**config.mk**
```make
export PLATFORM = sky130hd
export DESIGN_NAME = rfs_cell
export DESIGN_NICKNAME = d
export VERILOG_FILES = /design/src/rfs_pkg.sv /design/src/rfs_cell.sv
export SDC_FILE = /design/constraint.sdc
export NUM_CORES = 1
export LEC_CHECK = 0
export ABC_AREA = 0
export BUFFER_PORTS_ARGS = -buffer_cell sky130_fd_sc_hd__buf_2
export CORE_MARGIN = 4
export CORE_UTILIZATION = 38
export CTS_CLUSTER_SIZE = 8
export DETAILED_ROUTE_END_ITERATION = 16
export PLACE_DENSITY_LB_ADDON = 0.1
export SLEW_MARGIN = 30
export SYNTH_ARGS = -nofsm -noshare
export SYNTH_HDL_FRONTEND = slang
export SYNTH_SLANG_ARGS = --single-unit
```
**constraint.sdc**
```tcl
create_clock -name clk -period 2.5 [get_ports clk]
set_clock_uncertainty 0.2 [all_clocks]
set_input_delay 0 -clock clk [delete_from_list [all_inputs] [get_ports clk]]
set_output_delay 0 -clock clk [all_outputs]
set_load 0.01 [all_outputs]
```
**src/rfs_pkg.sv**
```systemverilog
`timescale 1ns / 1ps
// Shared types, constants and codes for the range filter sorted store.
// No dependencies.
package rfs_pkg;

    localparam int RFS_DEPTH    = 1024;
    localparam int RFS_GRP      = 32;
    localparam int RFS_NGRP     = (RFS_DEPTH + RFS_GRP - 1) / RFS_GRP;
    localparam int RFS_PADW     = RFS_NGRP * RFS_GRP;
    localparam int RFS_LOG_GRP  = $clog2(RFS_GRP);
    localparam int RFS_LOG_NGRP = $clog2(RFS_NGRP);
    localparam int RFS_CNT_W    = $clog2(RFS_DEPTH + 1);
    localparam int RFS_REM_W    = 11;
    localparam int RFS_KEY_W    = 24;
    localparam int RFS_AGE_W    = 8;
    localparam int RFS_WGT_W    = 24;
    localparam int RFS_LINE_W   = 32;
    localparam int RFS_CFG_IDX_W  = 3;
    localparam int RFS_CFG_DATA_W = 24;

    typedef enum logic [1:0] {
        CMD_INSERT = 2'd0,
        CMD_POP    = 2'd1,
        CMD_CLEAR  = 2'd2
    } cmd_t;

    typedef enum logic [RFS_CFG_IDX_W-1:0] {
        REG_AGE_LOW     = 3'd0,
        REG_AGE_HIGH    = 3'd1,
        REG_WEIGHT_LOW  = 3'd2,
        REG_WEIGHT_HIGH = 3'd3,
        REG_SORT_WEIGHT = 3'd4,
        REG_DESCENDING  = 3'd5
    } cfg_reg_t;

    typedef enum logic [1:0] {
        ST_IDLE,
        ST_GRP,
        ST_SHIFT
    } state_t;

    typedef struct packed {
        logic [RFS_AGE_W-1:0]  age;
        logic [RFS_WGT_W-1:0]  weight;
        logic [RFS_LINE_W-1:0] line;
    } rec_t;

    typedef struct packed {
        logic key_weight;
        logic descending;
    } order_t;

    typedef struct packed {
        logic cmp_en;
        logic pop_shift;
        logic ins_shift;
    } cell_ctl_t;

    function automatic logic [RFS_KEY_W-1:0] rec_key(input logic [RFS_AGE_W-1:0] age,
                                                     input logic [RFS_WGT_W-1:0] weight,
                                                     input logic by_weight);
        logic [RFS_KEY_W-1:0] k;
        k = by_weight ? weight : RFS_KEY_W'(age);
        return k;
    endfunction

endpackage

```
**src/rfs_cell.sv**
```systemverilog
`timescale 1ns / 1ps
// One cell of the sorted record row: holds a record and its compare flag.
// Depends on rfs_pkg.
module rfs_cell
    import rfs_pkg::*;
(
    input  logic                 clk,
    input  cell_ctl_t            ctl,
    input  order_t               order,
    input  logic                 occ,
    input  logic                 at_self,
    input  logic                 at_prev,
    input  logic [RFS_KEY_W-1:0] new_key,
    input  rec_t                 new_rec,
    input  rec_t                 left_rec,
    input  rec_t                 right_rec,
    output rec_t                 rec,
    output logic                 strict
);

    rec_t                 rec_reg;
    rec_t                 rec_next;
    logic                 strict_reg;
    logic                 strict_next;
    logic [RFS_KEY_W-1:0] own_key;

    always_comb
    begin
        own_key = rec_key(rec_reg.age, rec_reg.weight, order.key_weight);
        // stored entry sorts strictly after the incoming one
        if (order.descending)
        begin
            strict_next = occ && (own_key < new_key);
        end
        else
        begin
            strict_next = occ && (own_key > new_key);
        end
    end

    always_comb
    begin
        rec_next = rec_reg;
        if (ctl.pop_shift)
        begin
            rec_next = right_rec;
        end
        else if (ctl.ins_shift && at_self)
        begin
            rec_next = at_prev ? left_rec : new_rec;
        end
    end

    always_ff @(posedge clk)
    begin
        rec_reg <= rec_next;
        if (ctl.cmp_en)
        begin
            strict_reg <= strict_next;
        end
    end

    assign rec    = rec_reg;
    assign strict = strict_reg;

endmodule

```
### Yosys cells after proc, flatten, opt, wreduce, memory -nomap -nowiden

Index checks and enable logic that the tools add are counted.

| word-level totals | value |
|---|---|
| bits in registers | 65 |
| bits in latches | 0 |
| bits in writable memories | 0 |
| bits in read-only memories | 0 |
| output and inout port bits | 65 |
| word-level logic and storage cells | 15 |
| memories kept | 0 |

| cells by class | value |
|---|---|
| add/subtract/negate cells | 0 |
| multiply operators | 0 |
| divide/modulo/power cells | 0 |
| order comparisons | 2 |
| equality and inequality tests | 0 |
| shift operators | 0 |
| multiplexer cells | 5 |
| bitwise operators | 0 |
| reductions and logical operators | 4 |

Operators by type and width:

| cell | number |
|---|---|
| two-way mux 64 bit | 3 |
| greater-than comparator 24 bit | 1 |
| < comparator 24 bit | 1 |
| two-way mux 24 bit | 1 |
| logical AND 1 bit | 3 |
| nonzero test 2 bit | 1 |
| two-way mux 1 bit | 1 |

### Logic depth before layout (Yosys ltp)

Gate-level depths: netlist of the first run.

| depth | value |
|---|---|
| depth in word-level cells | 4 |
| mapped depth | 10 |

### Least setup slack after synthesis of the first run

OpenSTA, ideal clock, no wires.

| path | value |
|---|---|
| path type | input port to flip-flop |
| start point | input port order[1] (netlist bit) |
| end point | register strict_reg, in the netlist strict, data pin |
| library setup time | 0.265 ns |
| data arrival time | 2.078 ns |
| data required time | 2.035 ns |
| slack | -0.044 ns |
| cell stages on the path | 9 |
| path buffers | 2 |
| cell sequence | clkbuf_1 -> clkbuf_1 -> mux2_2 -> ha_1 -> a21oi_1 -> nand2_1 -> a211o_1 -> a2111oi_4 -> mux2i_1 |

| between the ends | value |
|---|---|
| cells in the longest elaborated chain, start to end | 4 |

Ends and longest elaborated chain:

| item | line | RTL |
|---|---|---|
| from (decl) | rfs_cell.sv:9 | `input order_t order,` |
| two-way mux 24 bit (*) | rfs_pkg.sv:63 | `k = by_weight ? weight : RFS_KEY_W'(age);` |
| greater-than comparator 24 bit or < comparator 24 bit (tied branches) | rfs_cell.sv:37, rfs_cell.sv:33 |  |
| logical AND 1 bit (on tied branches) | rfs_cell.sv:37, rfs_cell.sv:33 |  |
| two-way mux 1 bit (*) | rfs_cell.sv:31 | `if (order.descending)` |
| net strict_next | rfs_cell.sv:24 | `logic strict_next;` |
| to (signal assigned) | rfs_cell.sv:59 | `strict_reg <= strict_next;` |
| to (decl) | rfs_cell.sv:23 | `logic strict_reg;` |

Mark *: on every way through the listed nets, which the timed path passes. The rest lies on a longest branch.
A chain may end at the register's enable or synchronous reset.

### Worst setup path in the final report of the first run

| path | value |
|---|---|
| start point | register rec_reg, in the netlist rec[33] |
| end point | register strict_reg, in the netlist strict, data pin |

| between the ends | value |
|---|---|
| cells in the longest elaborated chain, start to end | 4 |

Ends and longest elaborated chain:

| item | line | RTL |
|---|---|---|
| from (decl) | rfs_cell.sv:21 | `rec_t rec_reg;` |
| from (signal assigned) | rfs_cell.sv:56 | `rec_reg <= rec_next;` |
| two-way mux 24 bit (*) | rfs_pkg.sv:63 |  |
| greater-than comparator 24 bit or < comparator 24 bit (tied branches) | rfs_cell.sv:37, rfs_cell.sv:33 |  |
| logical AND 1 bit (on tied branches) | rfs_cell.sv:37, rfs_cell.sv:33 |  |
| two-way mux 1 bit (*) | rfs_cell.sv:31 |  |
| net strict_next | rfs_cell.sv:24 |  |

Marks and branches as above.

==> metrics.md, run 1 <==
| Metric | Value |
|---|---|
| Power share of the clock group | `0.251` |
| End of the worst hold path | `rec[26]` |
| Data arrival time of the critical path | `2.44 ns` |
| Count of nets left with antenna violations after detail routing | `0` |
| Worst Hold Class | `in2reg` |
| IR Drop Worst-Case VDD | `295.2 uV` |
| Wirelength, routed | `14570 microns` |
| Starting density of the core | `0.3924` |
| Area share of the leading cell type in the synthesized netlist | `0.4775` |
| Warnings from Yosys | `0` |
| Post-Layout Inst Area | `7266 sq um` |
| Number of inserted filler cells in the final layout | `833` |
| Port bufs | `289` |
| Area of the die | `12480 sq um` |
| Clock root buffer master | `sky130_fd_sc_hd__clkbuf_8` |
| Final #Nets | `1059` |
| Crit Path Class | `reg2reg` |
| I/O pin total | `290` |
| Vias in the first global route | `4839` |
| Sort of element at the end of the critical path | `flip-flop` |
| Min setup slack post-route | `0.02893 ns` |
| Top delay family on crit path | `compound AO/OA/AOI/OAI gates` |
| Clk sink count | `65` |
| Maximum fanout encountered on the critical timing path | `2` |
| Most common cell after layout, fill and taps aside | `sky130_fd_sc_hd__buf_2` |
| Wire length of the first global-routing pass | `22470 microns` |
| Final worst path period share | `0.9884` |
| Net switching component of the power | `0.8838 mW` |
| First-pass DRT Iterations | `5` |
| Data required time at the worst endpoint | `2.47 ns` |
| Result of the run | `completed` |
| DIE WIDTH | `111.7 microns` |
| FF-to-FF Start | `rec[33]` |
| Post-detailed-route wirelength per cell | `15.34 microns` |
| Flop pwr share | `0.430` |
| CTS tree | `built` |
| Library cell occupying the most area in the post-synthesis netlist | `sky130_fd_sc_hd__edfxtp_1` |
| Total number of placement rows | `37` |
| Worst hold path stage count | `3` |
| Number of DRC violations after detailed-routing iteration 0 | `134` |
| Hold Path Origin | `ctl[0]` |
| Height of the chip | `111.7 microns` |
| Clock latency of the later-clocked register in the worst-skew pair | `0.33 ns` |
| Antenna diode count | `0` |
| HPWL Detailed | `10930 microns` |
| GR Overflow Total | `0` |
| Cell chain of the critical path | `mux2_4 > ha_4 > nor2b_4 > o211ai_2 > a21oi_2 > a211o_1 > a2111oi_4 > mux2i_1` |
| Combinational cell fraction of total power | `0.318` |
| Maximum cell stage delay along the critical path | `0.40 ns` |
| Normalized max-slew margin | `0.6889` |
| Final-report hold violation count | `0` |
| Cell Area, Placed | `5689 sq um` |
| Synthesized area | `4088 sq um` |
| Setup slack at placement | `-0.02747 ns` |
| Number of logic stages on the critical path including buffering | `8` |
| Final Slew Violations | `0` |
| Worst Max-Slew Pin Slew | `0.4666 ns` |
| Total buffers and inverters traversed by the critical path | `0` |
| Crit path max-delay cell type | `sky130_fd_sc_hd__edfxtp_1` |
| Fmax | `0.4047 GHz` |
| Maximum number of pins on one net before global-route repair | `57` |
| Std-Cell Core Area | `10420 sq um` |
| Total CTS buffers | `9` |
| Placer Congestion | `0.8109` |
| Multi-input logic area | `2004 sq um` |
| Register Area | `1952 sq um` |
| Switching power share of the total | `0.2709` |
| End of the worst register-to-register path | `strict` |
| R2r setup slk | `0.03 ns` |
| Max_cap viols | `0` |
| Synth Area per Inst | `10.43 sq um` |
| Yosys reg bits | `65` |
| Unrepaired setup endpoints after global routing | `yes` |
| Post-Syn Instances | `392` |
| Vias per cell | `4.725` |
| Number of flip-flops in the largest register | `64` |
| Number of cell instances on the worst register-to-register path | `8` |
| Proportion of synthesized chip area in sequential cells | `0.4775` |
| DRC violation count after routing | `0` |
| Cells taking the most area after synthesis | `sky130_fd_sc_hd__edfxtp_1 (48%), sky130_fd_sc_hd__mux2i_1 (16%), sky130_fd_sc_hd__o21ai_0 (7.8%)` |
| Pwr per Cell Area | `449.1 nW/um^2` |
| Buffer levels on the longest clock path | `2` |
| Commonest non-fill, non-tap cells in the layout | `sky130_fd_sc_hd__buf_2 (287), sky130_fd_sc_hd__dlygate4sd3_1 (134), sky130_fd_sc_hd__nand2_1 (71), sky130_fd_sc_hd__mux2i_1 (66), sky130_fd_sc_hd__edfxtp_1 (65)` |
| Area growth syn-to-layout | `77.75%` |
| Cell Int Power | `2.379 mW` |
| Final Critical Period | `2.471 ns` |
| Layout cells sized above 1 | `0.4005` |
| Antenna violations before repair | `1` |
| Total nets after synthesis | `641` |
| Category of the worst setup path launch point | `flip-flop` |
| Global-route total usage across every layer | `0.2264` |
| Setup violation total in the final timing report | `0` |
| Clock input transition at the sequential cells of the worst setup and hold paths | `0.07 ns` |
| Vias | `4489` |
| Unique cell type count in the Yosys netlist | `26` |
| Pleak | `3.623 nW` |
| Deepest level of the CTS H-tree | `3` |
[how the worst max path moves through the flow]
stage,startpoint,to,slack (ns)
final,rec[33],strict,0.03
after global routing,rec[33],strict,-0.08
after CTS,rec[33],strict,0.008
after detailed placement,rec[33],strict,-0.03
after global placement,rec[33],strict,0.02
after floorplan,rec[33],strict,0.007
[area by class of cell]
type,instances,area share
timing repair buffer,431,0.3961
multi-input combinational,280,0.2759
sequential,65,0.2686
tap,136,0.02342
clock buffer,10,0.01756
inverter,23,0.01188
clock inverter,5,0.006544
[tightest hold or removal path: cells and delay by family]
kind,cells,cell delay [ns]
AOI/OAI and AO/OA,1,0.16
buffers and inverters,2,0.38
[repair_timing]
item	4_1_cts	5_1_grt
endpoints found under the hold margin	74	0
gates resized for setup	0	7
hold buffers	134	0
setup buffers	0	1
setup endpoints to repair	1	1
pin swaps	1	4
[routing by layer]
metal | vias to the layer above | track usage | part of all wire
met1 | 2021 | 0.2281 | 0.35
met2 | 189 | 0.4309 | 0.54
met4 | 2 | 0.09813 | 0.034
met5 | - | 0 | 0.00089
li1 | 2238 | - | -
met3 | 39 | 0.06304 | 0.077
[cells by family (layout without fill, tap and decap cells)]
group                    count (synthesis)  in the layout  share of synthesized area
AND/OR/NAND/NOR                        104            104                     0.1148
AO/OA/AOI/OAI                           79             79                     0.1081
multiplexers                            73             73                     0.1809
flip-flops                              65             65                     0.4775
buffers and inverters                   47            469                    0.04530
adder cells (fa/ha/maj)                 24             24                    0.07346
[stage by stage]
stage               total power, mW  hold slack, ns    util  TNS [ns]  cells
floorplan                     1.813        -0.08750       -         0    392
global placement              2.204         0.01370  0.5462         0    800
detailed placement            2.225        0.007014  0.5462  -0.02747    800
CTS                           3.259          0.1869  0.6918         0    949
global route                  3.454          0.2164  0.6975  -0.07572    950
finish                        3.263          0.2012  0.6975         0    950
[Yosys cell counts]
cell type	count
sky130_fd_sc_hd__nand2_1	71
sky130_fd_sc_hd__mux2i_1	66
sky130_fd_sc_hd__edfxtp_1	65
sky130_fd_sc_hd__o21ai_0	64
sky130_fd_sc_hd__ha_1	24
sky130_fd_sc_hd__inv_1	23
sky130_fd_sc_hd__and2_1	16
sky130_fd_sc_hd__clkbuf_1	16
sky130_fd_sc_hd__a21oi_1	8
sky130_fd_sc_hd__buf_2	7
sky130_fd_sc_hd__mux2_2	7
sky130_fd_sc_hd__nand3_1	5
sky130_fd_sc_hd__nand4_1	4
sky130_fd_sc_hd__a21o_1	2
sky130_fd_sc_hd__and3_1	2
sky130_fd_sc_hd__nor2_1	2
sky130_fd_sc_hd__a2111oi_4	1
sky130_fd_sc_hd__a211o_1	1
sky130_fd_sc_hd__a211oi_1	1
sky130_fd_sc_hd__a221o_1	1
sky130_fd_sc_hd__buf_1	1
sky130_fd_sc_hd__nand3b_1	1
sky130_fd_sc_hd__nor2b_4	1
sky130_fd_sc_hd__nor3_1	1
sky130_fd_sc_hd__nor4_1	1
sky130_fd_sc_hd__o211ai_2	1
[power groups by stage]
| stage | combinational (mW) | clock (mW) | sequential (mW) |
|---|---|---|---|
| after CTS | 1.01 | 0.844 | 1.40 |
| final | 1.04 | 0.820 | 1.40 |
| after global routing | 1.14 | 0.895 | 1.42 |
| after global placement | 0.784 | 0 | 1.42 |
| after floorplan | 0.320 | 0 | 1.49 |
| after detailed placement | 0.799 | 0 | 1.43 |
No activity file was read; power rests on OpenSTA's default activity.
==> run 2: changes to the inputs <==
Settings changed: CORE_AREA from default to 4 4 110 112, CORE_MARGIN 4 to default, CORE_UTILIZATION 38 to default, DIE_AREA from default to 0 0 114 116, GPL_TIMING_DRIVEN from default to 0.
Clock period 2.5 ns to 2.4 ns, I/O delays scaled along.
==> run 2 against run 1 <==
Compared with the run above:
- the flow now finishes with violations (negative hold slack, negative setup slack)
- core utilization is 3.6 points lower
- routed wire length increased by 7.0%
- non-clock buffer count is 15 higher
- power grew 16%
- flip-flop and latch count stayed put
- cell area rose by 2.2%
==> metrics.md, run 2 (synthesis results as in run 1) <==
| Metric | Value |
|---|---|
| Pleak | `3.676 nW (+1.5%)` |
| Number of flip-flops in the largest register | `64 (unchanged)` |
| Total CTS buffers | `9 (unchanged)` |
| Worst Hold Class | `in2reg` |
| Final cell count without fillers | `973 (+2.4%)` |
| Vias per cell | `4.711 (-0.30%)` |
| Global-route total usage across every layer | `0.2255 (-0.0009293)` |
| Count of nets left with antenna violations after detail routing | `0 (unchanged)` |
| I/O pin total | `290 (unchanged)` |
| Wirelength, routed | `15600 microns (+7.0%)` |
| Sort of element at the end of the critical path | `flip-flop` |
| HPWL Detailed | `11300 microns (+3.4%)` |
| Wire length of the first global-routing pass | `23010 microns (+2.4%)` |
| Post-detailed-route wirelength per cell | `16.03 microns (+4.5%)` |
| Layout cells sized above 1 | `0.3940 (-0.006515)` |
| Multi-input logic area | `2026 sq um (+1.1%)` |
| IR Drop Worst-Case VDD | `364.0 uV (+23%)` |
| Std-Cell Core Area | `11220 sq um (+7.7%)` |
| Cell Area, Placed | `5734 sq um (+0.79%)` |
| Final-report hold violation count | `8 (+8)` |
| Buffer levels on the longest clock path | `2 (unchanged)` |
| Area of the die | `13220 sq um (+6.0%)` |
| Crit Path Class | `reg2reg` |
| Violations in the final reports | `negative hold slack, negative setup slack` |
| Final Slew Violations | `0 (unchanged)` |
| Total number of placement rows | `39 (+5.4%)` |
| Maximum cell stage delay along the critical path | `0.39 ns (about the same)` |
| Data arrival time of the critical path | `2.28 ns (-0.16 ns)` |
| Clock root buffer master | `sky130_fd_sc_hd__clkbuf_16` |
| Max_cap viols | `0 (unchanged)` |
| Data required time at the worst endpoint | `2.27 ns (-0.20 ns)` |
| GR Overflow Total | `0 (unchanged)` |
| Clock latency of the later-clocked register in the worst-skew pair | `0.32 ns (about the same)` |
| Commonest non-fill, non-tap cells in the layout | `sky130_fd_sc_hd__buf_2 (293), sky130_fd_sc_hd__dlygate4sd3_1 (132), sky130_fd_sc_hd__nand2_1 (71), sky130_fd_sc_hd__mux2i_1 (66), sky130_fd_sc_hd__edfxtp_1 (65)` |
| Top delay family on crit path | `compound AO/OA/AOI/OAI gates` |
| Unrepaired setup endpoints after global routing | `yes` |
| Final #Nets | `1074 (+1.4%)` |
| Final Critical Period | `2.410 ns (-0.06149 ns)` |
| Vias | `4584 (+2.1%)` |
| Area growth syn-to-layout | `81.63%` |
| Setup violation total in the final timing report | `1 (+1)` |
| Crit path max-delay cell type | `sky130_fd_sc_hd__edfxtp_1` |
| Starting density of the core | `0.3642 (-0.02822)` |
| Fmax | `0.4150 GHz (+2.6%)` |
| Number of DRC violations after detailed-routing iteration 0 | `205 (+53%)` |
| Number of inserted filler cells in the final layout | `941 (+13%)` |
| DIE WIDTH | `114 microns (+2.0%)` |
| Result of the run | `finished with violations` |
| Antenna diode count | `0 (unchanged)` |
| Deepest level of the CTS H-tree | `3 (unchanged)` |
| CTS tree | `built` |
| DRC violation count after routing | `0 (unchanged)` |
| Cell chain of the critical path | `mux2_4 > ha_4 > nor2b_4 > o211ai_2 > a21oi_2 > a211o_1 > a2111oi_4 > mux2i_1` |
| Placer Congestion | `0.8377 (+3.3%)` |
| Post-Layout Inst Area | `7425 sq um (+2.2%)` |
| Maximum fanout encountered on the critical timing path | `2 (unchanged)` |
| First-pass DRT Iterations | `4 (-1)` |
| Normalized max-slew margin | `0.6128 (-0.07612)` |
| Total buffers and inverters traversed by the critical path | `0 (unchanged)` |
| Vias in the first global route | `4819 (-0.41%)` |
| Category of the worst setup path launch point | `flip-flop` |
| Clk sink count | `65 (unchanged)` |
| Pwr per Cell Area | `511.2 nW/um^2 (+14%)` |
| Min setup slack post-route | `-0.009588 ns (-0.03851 ns)` |
| Maximum number of pins on one net before global-route repair | `52 (-8.8%)` |
| Height of the chip | `116 microns (+3.8%)` |
| Clock input transition at the sequential cells of the worst setup and hold paths | `0.05 ns (-0.02 ns)` |
| Total placed cells including tap cells | `822 (+2.8%)` |
| Final worst path period share | `1.004 (+0.01557)` |
| Port bufs | `286 (-1.0%)` |
| Register Area | `1952 sq um (unchanged)` |
| Most common cell after layout, fill and taps aside | `sky130_fd_sc_hd__buf_2` |
| Worst Max-Slew Pin Slew | `0.5808 ns (+0.1142 ns)` |
| Hold WS | `-0.01319 ns (-0.2144 ns)` |
| Antenna violations before repair | `0 (-1)` |
[run 2: area by class of cell]
cell class | instances | area share
multi-input combinational | 280 | 0.2728
buffer | 24 | 0.01348
tap | 143 | 0.02410
clock buffer | 11 | 0.03134
sequential | 65 | 0.2629
clock inverter | 5 | 0.006235
inverter | 23 | 0.01163
timing repair buffer | 422 | 0.3775
[run 2: timing repair]
item | 4_1_cts | 5_1_grt
setup endpoints to repair | 1 | 14
pin swaps | 4 | 3
hold buffers | 133 | 0
endpoints found under the hold margin | 79 | 0
resized for setup | 7 | 1
buffers inserted | 2 | 1
[run 2: worst paths after layout]
kind | startpoint | to | slack [ns] | depth (start not counted)
max | rec[33] | strict | -0.01 | 8
min reg2reg | rec[55] | strict | 0.87 | 5
min | new_rec[52] | rec[52] | -0.01 | 3
max reg2reg | rec[33] | strict | -0.01 | 8
[run 2: metal layers]
| layer | vias to the layer above | part of all wire | global-route usage |
|---|---|---|---|
| met1 | 2094 | 0.36 | 0.2327 |
| met2 | 187 | 0.54 | 0.4325 |
| li1 | 2269 | - | - |
| met3 | 34 | 0.074 | 0.06319 |
| met4 | 0 | 0.026 | 0.08234 |
| met5 | - | 0 | 0 |
[run 2: power breakdown]
part	total, mW	switching [mW]	internal [mW]	leakage [nW]
logic	1.09	0.488	0.603	2.89
registers	1.47	0.0536	1.42	0.652
clock network	1.24	0.444	0.791	0.136
[run 2: through the flow]
| stage | TNS, ns | util | worst slack [ns] | power [mW] |
|---|---|---|---|---|
| 2_1_floorplan | -0.09287 | - | -0.09287 | 1.889 |
| 3_3_place_gp | -21.90 | 0.5079 | -0.3398 | 2.299 |
| 3_5_place_dp | -0.3750 | 0.5109 | -0.3750 | 2.325 |
| 4_1_cts | -0.008904 | 0.6614 | -0.008904 | 3.803 |
| 5_1_grt | -0.08121 | 0.6615 | -0.08121 | 3.993 |
| 6_report | -0.009588 | 0.6615 | -0.009588 | 3.795 |
[run 2: worst register-to-register path, stage by stage (launching register included)]
cell and delay, ns:
sky130_fd_sc_hd__edfxtp_1 0.39, sky130_fd_sc_hd__mux2_4 0.29, sky130_fd_sc_hd__ha_4 0.22, sky130_fd_sc_hd__nor2b_4 0.12, sky130_fd_sc_hd__o211ai_2 0.15, sky130_fd_sc_hd__a21oi_2 0.07, sky130_fd_sc_hd__a211o_1 0.28, sky130_fd_sc_hd__a2111oi_4 0.33
sky130_fd_sc_hd__mux2i_1 0.11
